--- src/sv/pps_pkg.sv ---
// pps_pkg: sizes, action codes and shared types of the priority scheduler
// used by pps_cell, preemptive_priority_scheduler_top and pps_checker
`default_nettype none
package pps_pkg;

	localparam int PROCESS_SLOTS = 16;
	localparam int BURST_BITS    = 16;
	localparam int PRIORITY_BITS = 8;
	localparam int TIME_BITS     = 32;

	// port widths fixed by the word format
	localparam int SLOT_PORT_W  = 4;
	localparam int BURST_PORT_W = 16;
	localparam int PRIO_PORT_W  = 8;

	localparam int SLOT_IDX_W = $clog2(PROCESS_SLOTS);

	localparam logic ACT_ADMIT = 1'b0;
	localparam logic ACT_TICK  = 1'b1;

	// best candidate handed from cell to cell during a scan
	typedef struct packed {
		logic                     found;
		logic [PRIORITY_BITS-1:0] prio;
		logic [TIME_BITS-1:0]     atime;
		logic [SLOT_IDX_W-1:0]    idx;
		logic                     first;
		logic                     fin;
	} cand_t;

	// admit data shared by all cells
	typedef struct packed {
		logic [BURST_BITS-1:0]    burst;
		logic [PRIORITY_BITS-1:0] prio;
		logic [TIME_BITS-1:0]     atime;
	} adm_t;

	// run strobe broadcast at the end of a scan
	typedef struct packed {
		logic                  run;
		logic [SLOT_IDX_W-1:0] idx;
	} upd_t;

endpackage
`default_nettype wire

--- src/sv/preemptive_priority_scheduler_top.sv ---
// preemptive_priority_scheduler_top: preemptive priority scheduler over a row of slot cells
// depends on pps_pkg and pps_cell
//
// usage
//  - input channel (in_valid / in_ready) takes one word: action, slot, burst_time,
//    priority_level. an admit word loads a free slot and gives no result;
//    admits to an occupied slot, past the table or with a zero burst change nothing
//  - a tick word starts a scan: the best candidate walks the chain of PROCESS_SLOTS
//    cells, one cell per cycle, lowest priority number first, then earliest admit
//    time, then lowest slot index
//  - after the scan the winning cell is charged one time unit and the result word
//    (idle, slot_run, first_run, finished, time_now) goes to the output register
//  - out_valid rises when the scan has run the length of the cell chain and ST_DONE
//    has loaded the result word, and in_ready returns in the same cycle; no word is
//    taken during a scan. in_ready stays high after an admit, so admits can follow
//  - the output register holds one word; while it is full a new word is still taken,
//    and a finished scan waits in its last state until out_ready frees the register
//  - reset clears all slot valid and started flags, the time counter and out_valid;
//    slot payload registers are written on admit and need no reset
//  - time_now saturates at all ones
`default_nettype none
module preemptive_priority_scheduler_top
	import pps_pkg::*;
(
	input  wire logic                    clk,
	input  wire logic                    arst_n,
	input  wire logic                    in_valid,
	output logic                         in_ready,
	input  wire logic                    action,
	input  wire logic [SLOT_PORT_W-1:0]  slot,
	input  wire logic [BURST_PORT_W-1:0] burst_time,
	input  wire logic [PRIO_PORT_W-1:0]  priority_level,
	output logic                         out_valid,
	input  wire logic                    out_ready,
	output logic                         idle,
	output logic [SLOT_PORT_W-1:0]       slot_run,
	output logic                         first_run,
	output logic                         finished,
	output logic [TIME_BITS-1:0]         time_now
);

	typedef enum logic [1:0] {
		ST_IDLE,
		ST_SCAN,
		ST_DONE
	} state_t;

	state_t                   state_q;
	logic [SLOT_IDX_W-1:0]    cnt_q;
	logic [TIME_BITS-1:0]     time_q;
	logic [TIME_BITS-1:0]     time_nxt;
	logic                     out_valid_q;
	logic                     idle_q;
	logic [SLOT_PORT_W-1:0]   slot_run_q;
	logic                     first_run_q;
	logic                     finished_q;
	logic [TIME_BITS-1:0]     time_now_q;

	logic                     in_go;
	logic                     adm_go;
	logic                     tick_go;
	logic                     out_free;
	logic                     done_go;
	logic [BURST_BITS-1:0]    burst_in;
	logic [PRIORITY_BITS-1:0] prio_in;
	logic [PROCESS_SLOTS-1:0] adm_hit;
	adm_t                     adm;
	upd_t                     upd;
	cand_t                    chain [PROCESS_SLOTS+1];
	cand_t                    win;

	// handshake
	assign in_ready = (state_q == ST_IDLE);
	assign in_go    = in_valid && in_ready;
	assign tick_go  = in_go && (action == ACT_TICK);
	assign out_free = !out_valid_q || out_ready;
	assign done_go  = (state_q == ST_DONE) && out_free;

	// admit word: take the low bits the slot table keeps
	assign burst_in = BURST_BITS'({{BURST_BITS{1'b0}}, burst_time});
	assign prio_in  = PRIORITY_BITS'({{PRIORITY_BITS{1'b0}}, priority_level});
	assign adm_go   = in_go && (action == ACT_ADMIT) && (burst_in != '0);

	assign adm.burst = burst_in;
	assign adm.prio  = prio_in;
	assign adm.atime = time_q;

	// slot decode; slot numbers past the table hit nothing
	for (genvar i = 0; i < PROCESS_SLOTS; i++) begin : g_hit
		if (i < (1 << SLOT_PORT_W)) begin : g_dec
			assign adm_hit[i] = adm_go && (slot == SLOT_PORT_W'(i));
		end else begin : g_none
			assign adm_hit[i] = 1'b0;
		end
	end

	// the chain enters with no candidate
	assign chain[0] = '0;

	for (genvar i = 0; i < PROCESS_SLOTS; i++) begin : g_cell
		pps_cell u_cell (
			.clk      (clk),
			.arst_n   (arst_n),
			.cell_idx (SLOT_IDX_W'(i)),
			.adm_hit  (adm_hit[i]),
			.adm      (adm),
			.upd      (upd),
			.cand_in  (chain[i]),
			.cand_out (chain[i+1])
		);
	end

	// chain end holds the winner once the scan has run its length
	assign win = chain[PROCESS_SLOTS];

	// charge the winner when its result word is loaded
	assign upd.run = done_go && win.found;
	assign upd.idx = win.idx;

	// saturating time step
	assign time_nxt = (time_q == '1) ? time_q : time_q + TIME_BITS'(1);

	always_ff @(posedge clk or negedge arst_n) begin
		if (!arst_n) begin
			state_q     <= ST_IDLE;
			cnt_q       <= '0;
			time_q      <= '0;
			out_valid_q <= 1'b0;
			idle_q      <= 1'b0;
			slot_run_q  <= '0;
			first_run_q <= 1'b0;
			finished_q  <= 1'b0;
			time_now_q  <= '0;
		end else begin
			if (out_valid_q && out_ready) begin
				out_valid_q <= 1'b0;
			end
			case (state_q)
				ST_IDLE: begin
					if (tick_go) begin
						state_q <= ST_SCAN;
						cnt_q   <= '0;
					end
				end
				ST_SCAN: begin
					// one cell per cycle until the last cell holds the winner
					if (cnt_q == SLOT_IDX_W'(PROCESS_SLOTS - 1)) begin
						state_q <= ST_DONE;
					end else begin
						cnt_q <= cnt_q + SLOT_IDX_W'(1);
					end
				end
				ST_DONE: begin
					if (out_free) begin
						state_q     <= ST_IDLE;
						time_q      <= time_nxt;
						out_valid_q <= 1'b1;
						idle_q      <= !win.found;
						if (win.found) begin
							slot_run_q  <= SLOT_PORT_W'({{SLOT_PORT_W{1'b0}}, win.idx});
							first_run_q <= win.first;
							finished_q  <= win.fin;
						end else begin
							slot_run_q  <= '0;
							first_run_q <= 1'b0;
							finished_q  <= 1'b0;
						end
						time_now_q <= time_nxt;
					end
				end
				default: begin
					state_q <= ST_IDLE;
				end
			endcase
		end
	end

	assign out_valid = out_valid_q;
	assign idle      = idle_q;
	assign slot_run  = slot_run_q;
	assign first_run = first_run_q;
	assign finished  = finished_q;
	assign time_now  = time_now_q;

endmodule
`default_nettype wire

--- src/sv/pps_cell.sv ---
// pps_cell: one process slot of the scheduler chain
// holds the slot state and passes the better of its own slot and the incoming candidate on
`default_nettype none
module pps_cell
	import pps_pkg::*;
(
	input  wire logic                  clk,
	input  wire logic                  arst_n,
	input  wire logic [SLOT_IDX_W-1:0] cell_idx,
	input  wire logic                  adm_hit,
	input  wire adm_t                  adm,
	input  wire upd_t                  upd,
	input  wire cand_t                 cand_in,
	output cand_t                      cand_out
);

	logic                     valid_q;
	logic                     started_q;
	logic [BURST_BITS-1:0]    rem_q;
	logic [PRIORITY_BITS-1:0] prio_q;
	logic [TIME_BITS-1:0]     atime_q;
	cand_t                    cand_q;
	cand_t                    cand_nxt;
	logic                     better;
	logic                     load;
	logic                     run_here;
	logic                     last_unit;

	assign load      = adm_hit && !valid_q;
	assign run_here  = upd.run && (upd.idx == cell_idx);
	assign last_unit = (rem_q == BURST_BITS'(1));

	// strict compares keep the lower index on a full tie
	always_comb begin
		better = valid_q && (!cand_in.found || (prio_q < cand_in.prio) ||
			((prio_q == cand_in.prio) && (atime_q < cand_in.atime)));
		if (better) begin
			cand_nxt.found = 1'b1;
			cand_nxt.prio  = prio_q;
			cand_nxt.atime = atime_q;
			cand_nxt.idx   = cell_idx;
			cand_nxt.first = !started_q;
			cand_nxt.fin   = last_unit;
		end else begin
			cand_nxt = cand_in;
		end
	end

	always_ff @(posedge clk or negedge arst_n) begin
		if (!arst_n) begin
			valid_q   <= 1'b0;
			started_q <= 1'b0;
		end else if (load) begin
			valid_q   <= 1'b1;
			started_q <= 1'b0;
		end else if (run_here) begin
			valid_q   <= !last_unit;
			started_q <= !last_unit;
		end
	end

	always_ff @(posedge clk) begin
		cand_q <= cand_nxt;
		if (load) begin
			rem_q   <= adm.burst;
			prio_q  <= adm.prio;
			atime_q <= adm.atime;
		end else if (run_here) begin
			rem_q <= rem_q - BURST_BITS'(1);
		end
	end

	assign cand_out = cand_q;

endmodule
`default_nettype wire

--- config.mk ---
export PLATFORM = sky130hd
export DESIGN_NAME = preemptive_priority_scheduler_top
export DESIGN_NICKNAME = d
export VERILOG_FILES = /design/src/sv/pps_pkg.sv /design/src/sv/preemptive_priority_scheduler_top.sv /design/src/sv/pps_cell.sv
export SDC_FILE = /design/constraint.sdc
export NUM_CORES = 2
export LEC_CHECK = 0
export ABC_CLOCK_PERIOD_IN_PS = 8800
export BUFFER_PORTS_ARGS = -buffer_cell sky130_fd_sc_hd__buf_2
export CAP_MARGIN = 5
export CORE_AREA = 2 2 467 469
export CTS_CLUSTER_SIZE = 8
export DETAILED_ROUTE_END_ITERATION = 8
export DIE_AREA = 0 0 469 471
export GPL_TIMING_DRIVEN = 0
export PLACE_DENSITY = 0.45
export SETUP_SLACK_MARGIN = 0.1
export SYNTH_ARGS = -nofsm -noshare
export SYNTH_HDL_FRONTEND = slang
export SYNTH_SLANG_ARGS = --single-unit
--- constraint.sdc ---
create_clock -name clk -period 8.8 [get_ports clk]
set_input_delay 2.64 -clock clk [delete_from_list [all_inputs] [get_ports clk]]
set_output_delay 2.64 -clock clk [all_outputs]
set_load 0.01 [all_outputs]
=== Word level (Yosys, flattened, before mapping) ===
Cells that the tools add are included.

* Equality and inequality tests: 69
* Shifts and indexed selects: 0
* $mul: 0
* Mux-type cells: 110
* Divide/modulo/power cells: 0
* Add/sub/neg operators: 18
* Order comparisons: 30
* Reduce and logical (&&, ||, !) cells: 206
* Bitwise logic cells: 2

{| class="wikitable"
|+ Operators by type and width
! kind !! count
|-
| $mux W46 || 14
|-
| $mux W16 || 32
|-
| $lt A32 B32 Y1 || 15
|-
| $eq A16 B1 Y1 const B || 16
|-
| $sub A16 B1 Y16 const B || 16
|-
| $eq A8 B8 Y1 || 15
|-
| $lt A8 B8 Y1 || 15
|-
| $logic_and A1 B1 Y1 || 85
|-
| $eq A4 B4 Y1 const B || 17
|-
| $logic_not A1 Y1 || 65
|-
| $mux W1 || 53
|-
| $mux W47 || 1
|-
| $reduce_bool A2 Y1 || 17
|-
| $add A32 B1 Y32 const B || 1
|-
| $eq A32 B32 Y1 const B || 1
|-
| $eq A4 B3 Y1 const B || 8
|-
| $mux W32 || 1
|-
| $logic_or A1 B1 Y1 || 31
|-
| $eq A4 B2 Y1 const B || 4
|-
| $reduce_bool A16 Y1 || 1
|-
| $mux W4 || 3
|-
| $reduce_and A3 Y1 || 3
|-
| $eq A4 B1 Y1 const B || 2
|-
| $logic_not A4 Y1 || 2
|-
| 11 further kinds || 17
|}

* Input bits: 33
* Latch bits: 0
* Memory bits (read-only): 0
* Memories kept: 0
* Memory bits (writable): 0
* Register bits after elaboration: 1686

=== Longest topological paths before layout ===
* Depth in word-level cells: 7
* Depth in mapped cells: 11

=== Cells and area by module ===
A second synthesis with hierarchy kept.

* Cells, all modules: 6408
* Area total of the unflattened synthesis: 78452.7 um^2

{| class="wikitable"
|+ Modules (own cells, without submodules)
! module !! area each (um^2) !! cells each !! instances
|-
| pps_cell at g_cell[0].u_cell ... || 4762.1 || 386 || 15
|-
| pps_cell at g_cell[15].u_cell || 4724.5 || 384 || 1
|-
| preemptive_priority_scheduler_top || 2297.2 || 234 || 1
|}

=== Worst setup path after synthesis ===
OpenSTA, ideal clock, no wires.

* Path type: input to register
* Start: input port burst_time[1]
* End: register g_cell[13].u_cell.rem_q[0] (enable)
* Stages on the path: 8
* Library setup time: 392 ps
* Arrival time: 5724 ps
* Data required time: 8408 ps
* Path slack: 2684 ps
* Path through: buf_2 > nor4_1 > nand4_1 > nand4b_1 > nor3b_1 > nor3b_2 > clkbuf_1 > o21bai_1

* Word-level cells in the longest chain between the ends: 5

{| class="wikitable"
|+ Ends and longest elaborated chain
! element !! line !! text
|-
| from (decl) || preemptive_priority_scheduler_top.sv:31 || <nowiki>input wire logic [BURST_PORT_W-1:0] burst_time,</nowiki>
|-
| $reduce_bool A16 Y1 || preemptive_priority_scheduler_top.sv:82 || <nowiki>assign adm_go = in_go && (action == ACT_ADMIT) && (burst_in != '0);</nowiki>
|-
| $logic_and A1 B1 Y1 || preemptive_priority_scheduler_top.sv:82 ||
|-
| $logic_and A1 B1 Y1 || preemptive_priority_scheduler_top.sv:91 || <nowiki>assign adm_hit[i] = adm_go && (slot == SLOT_PORT_W'(i));</nowiki>
|-
| $logic_and A1 B1 Y1 || pps_cell.sv:29 || <nowiki>assign load = adm_hit && !valid_q;</nowiki>
|-
| net g_cell[13].u_cell.load || pps_cell.sv:25 || <nowiki>logic load;</nowiki>
|-
| $reduce_bool A2 Y1 (no line) || - ||
|-
| to (signal assigned) || pps_cell.sv:65 || <nowiki>rem_q <= adm.burst;</nowiki>
|-
| to (signal assigned) || pps_cell.sv:69 || <nowiki>rem_q <= rem_q - BURST_BITS'(1);</nowiki>
|-
| to (decl) || pps_cell.sv:19 || <nowiki>logic [BURST_BITS-1:0] rem_q;</nowiki>
|}

The timed path passes the listed nets, and every way through them passes these cells.
A chain may end at the register's enable or synchronous reset.

=== Worst setup path in the final report ===
* Start: input port burst_time[13]
* End: register g_cell[5].u_cell.atime_q[7] (enable)

* Word-level cells in the longest chain between the ends: 4

{| class="wikitable"
|+ Ends and longest elaborated chain
! element !! line !! text
|-
| $reduce_bool A16 Y1 || preemptive_priority_scheduler_top.sv:82 ||
|-
| $logic_and A1 B1 Y1 || preemptive_priority_scheduler_top.sv:82 ||
|-
| $logic_and A1 B1 Y1 || preemptive_priority_scheduler_top.sv:91 ||
|-
| $logic_and A1 B1 Y1 || pps_cell.sv:29 ||
|-
| net g_cell[5].u_cell.load || pps_cell.sv:25 ||
|-
| to (signal assigned) || pps_cell.sv:67 || <nowiki>atime_q <= adm.atime;</nowiki>
|-
| to (decl) || pps_cell.sv:21 || <nowiki>logic [TIME_BITS-1:0] atime_q;</nowiki>
|}

The timed path passes the listed nets, and every way through them passes these cells.

==> flow_metrics.py <==
metrics = {
    "setup_path": {
        "cpMostUsedCell": "buf_2",
        "path_max_fanout": 49,
        "worstSetupPathType": "input port to flip-flop",
        "cp-start-kind": "input port",
        "critical_path.max_stage_delay_ps": 1140,
        "worst_path_max_delay_cell": "nor3b_1",
        "required_ps": 9240,
        "path_cells": "buf_2 > nor4_1 > nand4_1 > nand4b_1 > nor3b_1 > nand2_1 > inv_1 > clkbuf_1 > buf_2",
        "critPathCaptureType": "flip-flop",
        "r2r_setup_slack_ps": 4330,
        "path_buf_inv": 4,
        "cp_data_arrival_time_ps": 6750,
        "cp_top_family": "simple AND/OR/NAND/NOR gates",
    },
    "clocking": {
        "post-cts-setup-buffer-count": 0,
        "insertion_delay_ps": 840,
        "cts_resized": 0,
        "cts_sinks": 1671,
        "cts.clk_slew.worst_paths_ps": 50,
        "cts_hold_buf": 0,
        "root_buffer": "clkbuf_16",
        "cts_tree": "built",
        "numCtsBuffers": 227,
        "htreeDepth": 4,
        "clock_path_buffers": 3,
    },
    "synthesis": {
        "synth-simple-area-share_pct": 9.05,
        "yosysUniqueCellTypes": 83,
        "synth-edff-count": 896,
        "synth_flop_cell": "edfxtp_1",
        "synth_fa_ha_area_share_pct": 10.3,
        "syn_nets": 6889,
        "synth_top_family_by_area": "adder cells",
        "synth_area_mm2": 0.0751,
        "ys_ff_latch": 1671,
        "synth_compound_area_share_pct": 8.02,
        "yosys_warnings": 0,
        "synth_mux_area_share_pct": 8.35,
        "syn_avg_cell_area_um2": 12.0,
        "yosysSeqAreaShare_pct": 57.0,
        "synth_xor_area_share_pct": 2.79,
        "ys_async_sr_fraction_pct": 4.67,
        "syn_inst": 6237,
    },
    "final_layout": {
        "nFillCells": 20800,
        "drive_above_1_share_pct": 14.8,
        "layout.cells.most_common_list": "896 x edfxtp_1, 697 x dfxtp_1, 662 x inv_1",
        "fin_cells": 9589,
        "fin_util_pct": 39.7,
        "final_common_cell": "edfxtp_1",
        "syn2layout_area_growth_pct": 14.3,
        "final_area_mm2": 0.0858,
        "nets": 7186,
    },
    "floorplan": {
        "core-area_mm2": 0.216,
        "num_rows": 171,
        "fp.dieW_um": 469,
        "ios": 74,
        "dieHeight_um": 471,
        "die-area_mm2": 0.221,
        "start_util_pct": 34.7,
    },
    "global_route": {
        "use_met2_pct": 27.8,
        "use_met3_pct": 2.63,
        "overflow": 0,
        "grt_max_degree": 54,
        "grt_first_pass_wirelength_mm": 282,
        "antenna_found_initial": 5,
        "grt_pass1_vias": 47900,
        "grt.total_usage_pct": 16.6,
        "met1_usage_pct": 22.0,
        "top_usage_layer": "met2",
    },
    "placed_design": {
        "io_buffers": 56,
        "dpl.hpwl_mm": 133,
        "place.gp.congestion": 0.836,
        "dpl_cell_area_mm2": 0.0792,
        "dp.cells": 9158,
    },
    "timing": {
        "worstMarginPinSlew_ps": 1370,
        "min_period_over_period_pct": 71.7,
        "finClkSkew_ps": 29.4,
        "final_hold_viol_count": 0,
        "min_period_ps": 6310,
        "maxSlewViolCount": 0,
        "max_slew_margin_pct": 8.48,
        "rsz0062_at_grt": "false",
        "fmax_mhz": 158,
        "setup_viol": 0,
    },
    "routing": {
        "vias": 46400,
        "drc": 0,
        "dr.pass1.iters": 5,
        "ant_nets": 0,
        "vias_per_cell": 4.84,
        "first_iter_violations": 2489,
        "post_drt_wl_per_cell_um": 19.1,
        "routed_wl_mm": 183,
    },
    "power": {
        "vdd_drop_max_mv": 0.184,
        "powerDensity_mw_per_mm2": 304,
        "p_leak_nw": 33.2,
        "power_mw": 26.1,
    },
    "hold_path": {
        "hold_path.class": "flip-flop to flip-flop",
    },
    "run": {
        "cap_violations": 0,
    },
    "run_status": {
        "outcome": "finished clean",
    },
}
worst paths after layout:
kind	start	end	cells after the start
max	burst_time[13]	g_cell[5].u_cell.atime_q[7]$_DFFE_PP_	9
min	g_cell[11].u_cell.cand_out[2]$_SDFF_PP1_	g_cell[12].u_cell.cand_out[2]$_SDFF_PP0_	2
max reg2reg	state_q[0]$_DFFE_PN0P_	g_cell[5].u_cell.atime_q[7]$_DFFE_PP_	7
min reg2reg	g_cell[11].u_cell.cand_out[2]$_SDFF_PP1_	g_cell[12].u_cell.cand_out[2]$_SDFF_PP0_	2
max in group asynchronous	arst_n	g_cell[12].u_cell.valid_q$_DFFE_PN0P_	2
min in group asynchronous	arst_n	time_now[11]$_DFFE_PN0P_	1
cell usage after synthesis (all sizes together), types with 42 or more instances:
library cell	count	area share (%)
ha	619	10
a21o	92	0.92
nand4	95	0.80
buf	83	0.61
o211ai	52	0.52
clkbuf	103	0.52
nor4	62	0.54
a21oi	230	1.5
edfxtp	896	36
and2	49	0.41
xor2	73	0.85
nand2b	51	0.42
o21ai	293	2.0
nand3	111	0.74
nand2	434	2.2
mux2	537	8.2
nor2	230	1.1
a2bb2oi	42	0.50
xnor2	166	1.9
inv	665	3.3
nor3	130	0.89
dfxtp	697	19
dfrtp	78	2.6
layout make-up:
cell class	instances	area, um2	area share [%]
multi-input combinational	3713	29000	33.7
tap	2854	3570	4.16
inverter	667	2500	2.92
timing repair buffer	68	503	0.586
sequential	1671	42800	49.9
antenna	4	10.0	0.0117
clock buffer	418	6460	7.53
buffer	186	878	1.02
clock inverter	8	143	0.166
power breakdown:
group | internal, mW | switching, mW | leakage [nW]
clock network | 4.87 | 3.31 | 3.12
registers | 9.86 | 0.960 | 14.2
logic | 3.51 | 3.61 | 15.9
total | 18.2 | 7.88 | 33.2
flip-flops by register name, summed over array words and instances, names as in the netlist, 2 cells and up:
name	count
g_cell.u_cell.prio_q	128
g_cell.u_cell.started_q	16
slot_run	4
g_cell.u_cell.rem_q	256
g_cell.u_cell.atime_q	512
state_q	2
time_now	32
cnt_q	4
g_cell.u_cell.cand_out	697
g_cell.u_cell.valid_q	16
per-layer routing:
layer | share of wire [%] | vias up | routed length, um
li1 | - | 23000 | -
met5 | 0.019 | - | 34
met2 | 48 | 710 | 87400
met1 | 46 | 22400 | 83800
met3 | 3.8 | 285 | 6910
met4 | 2.5 | 6 | 4600
kinds of logic after synthesis:
logic type	count (synthesis)
flip-flops	1671
AND/OR/NAND/NOR	1362
AO/OA/AOI/OAI	941
buffers and inverters	853
adder cells (fa/ha/maj)	619
multiplexers	552
XOR/XNOR	239
metrics by stage:
stage | hold slack [ps] | setup TNS (ps) | worst slack, ps
final | 408 | 0 | 2490
after global placement | 402 | -10080 | -631
after floorplan | 386 | 0 | 2680
after CTS | 413 | 0 | 2490
after global routing | 419 | 0 | 2210
after detailed placement | 400 | 0 | 1570
worst min-delay path, cell delays in order, from the launching register on:
cell and delay [ps]:
dfxtp_1 290, inv_1 40, nor2_1 40
No activity file was read; power rests on OpenSTA's default activity.
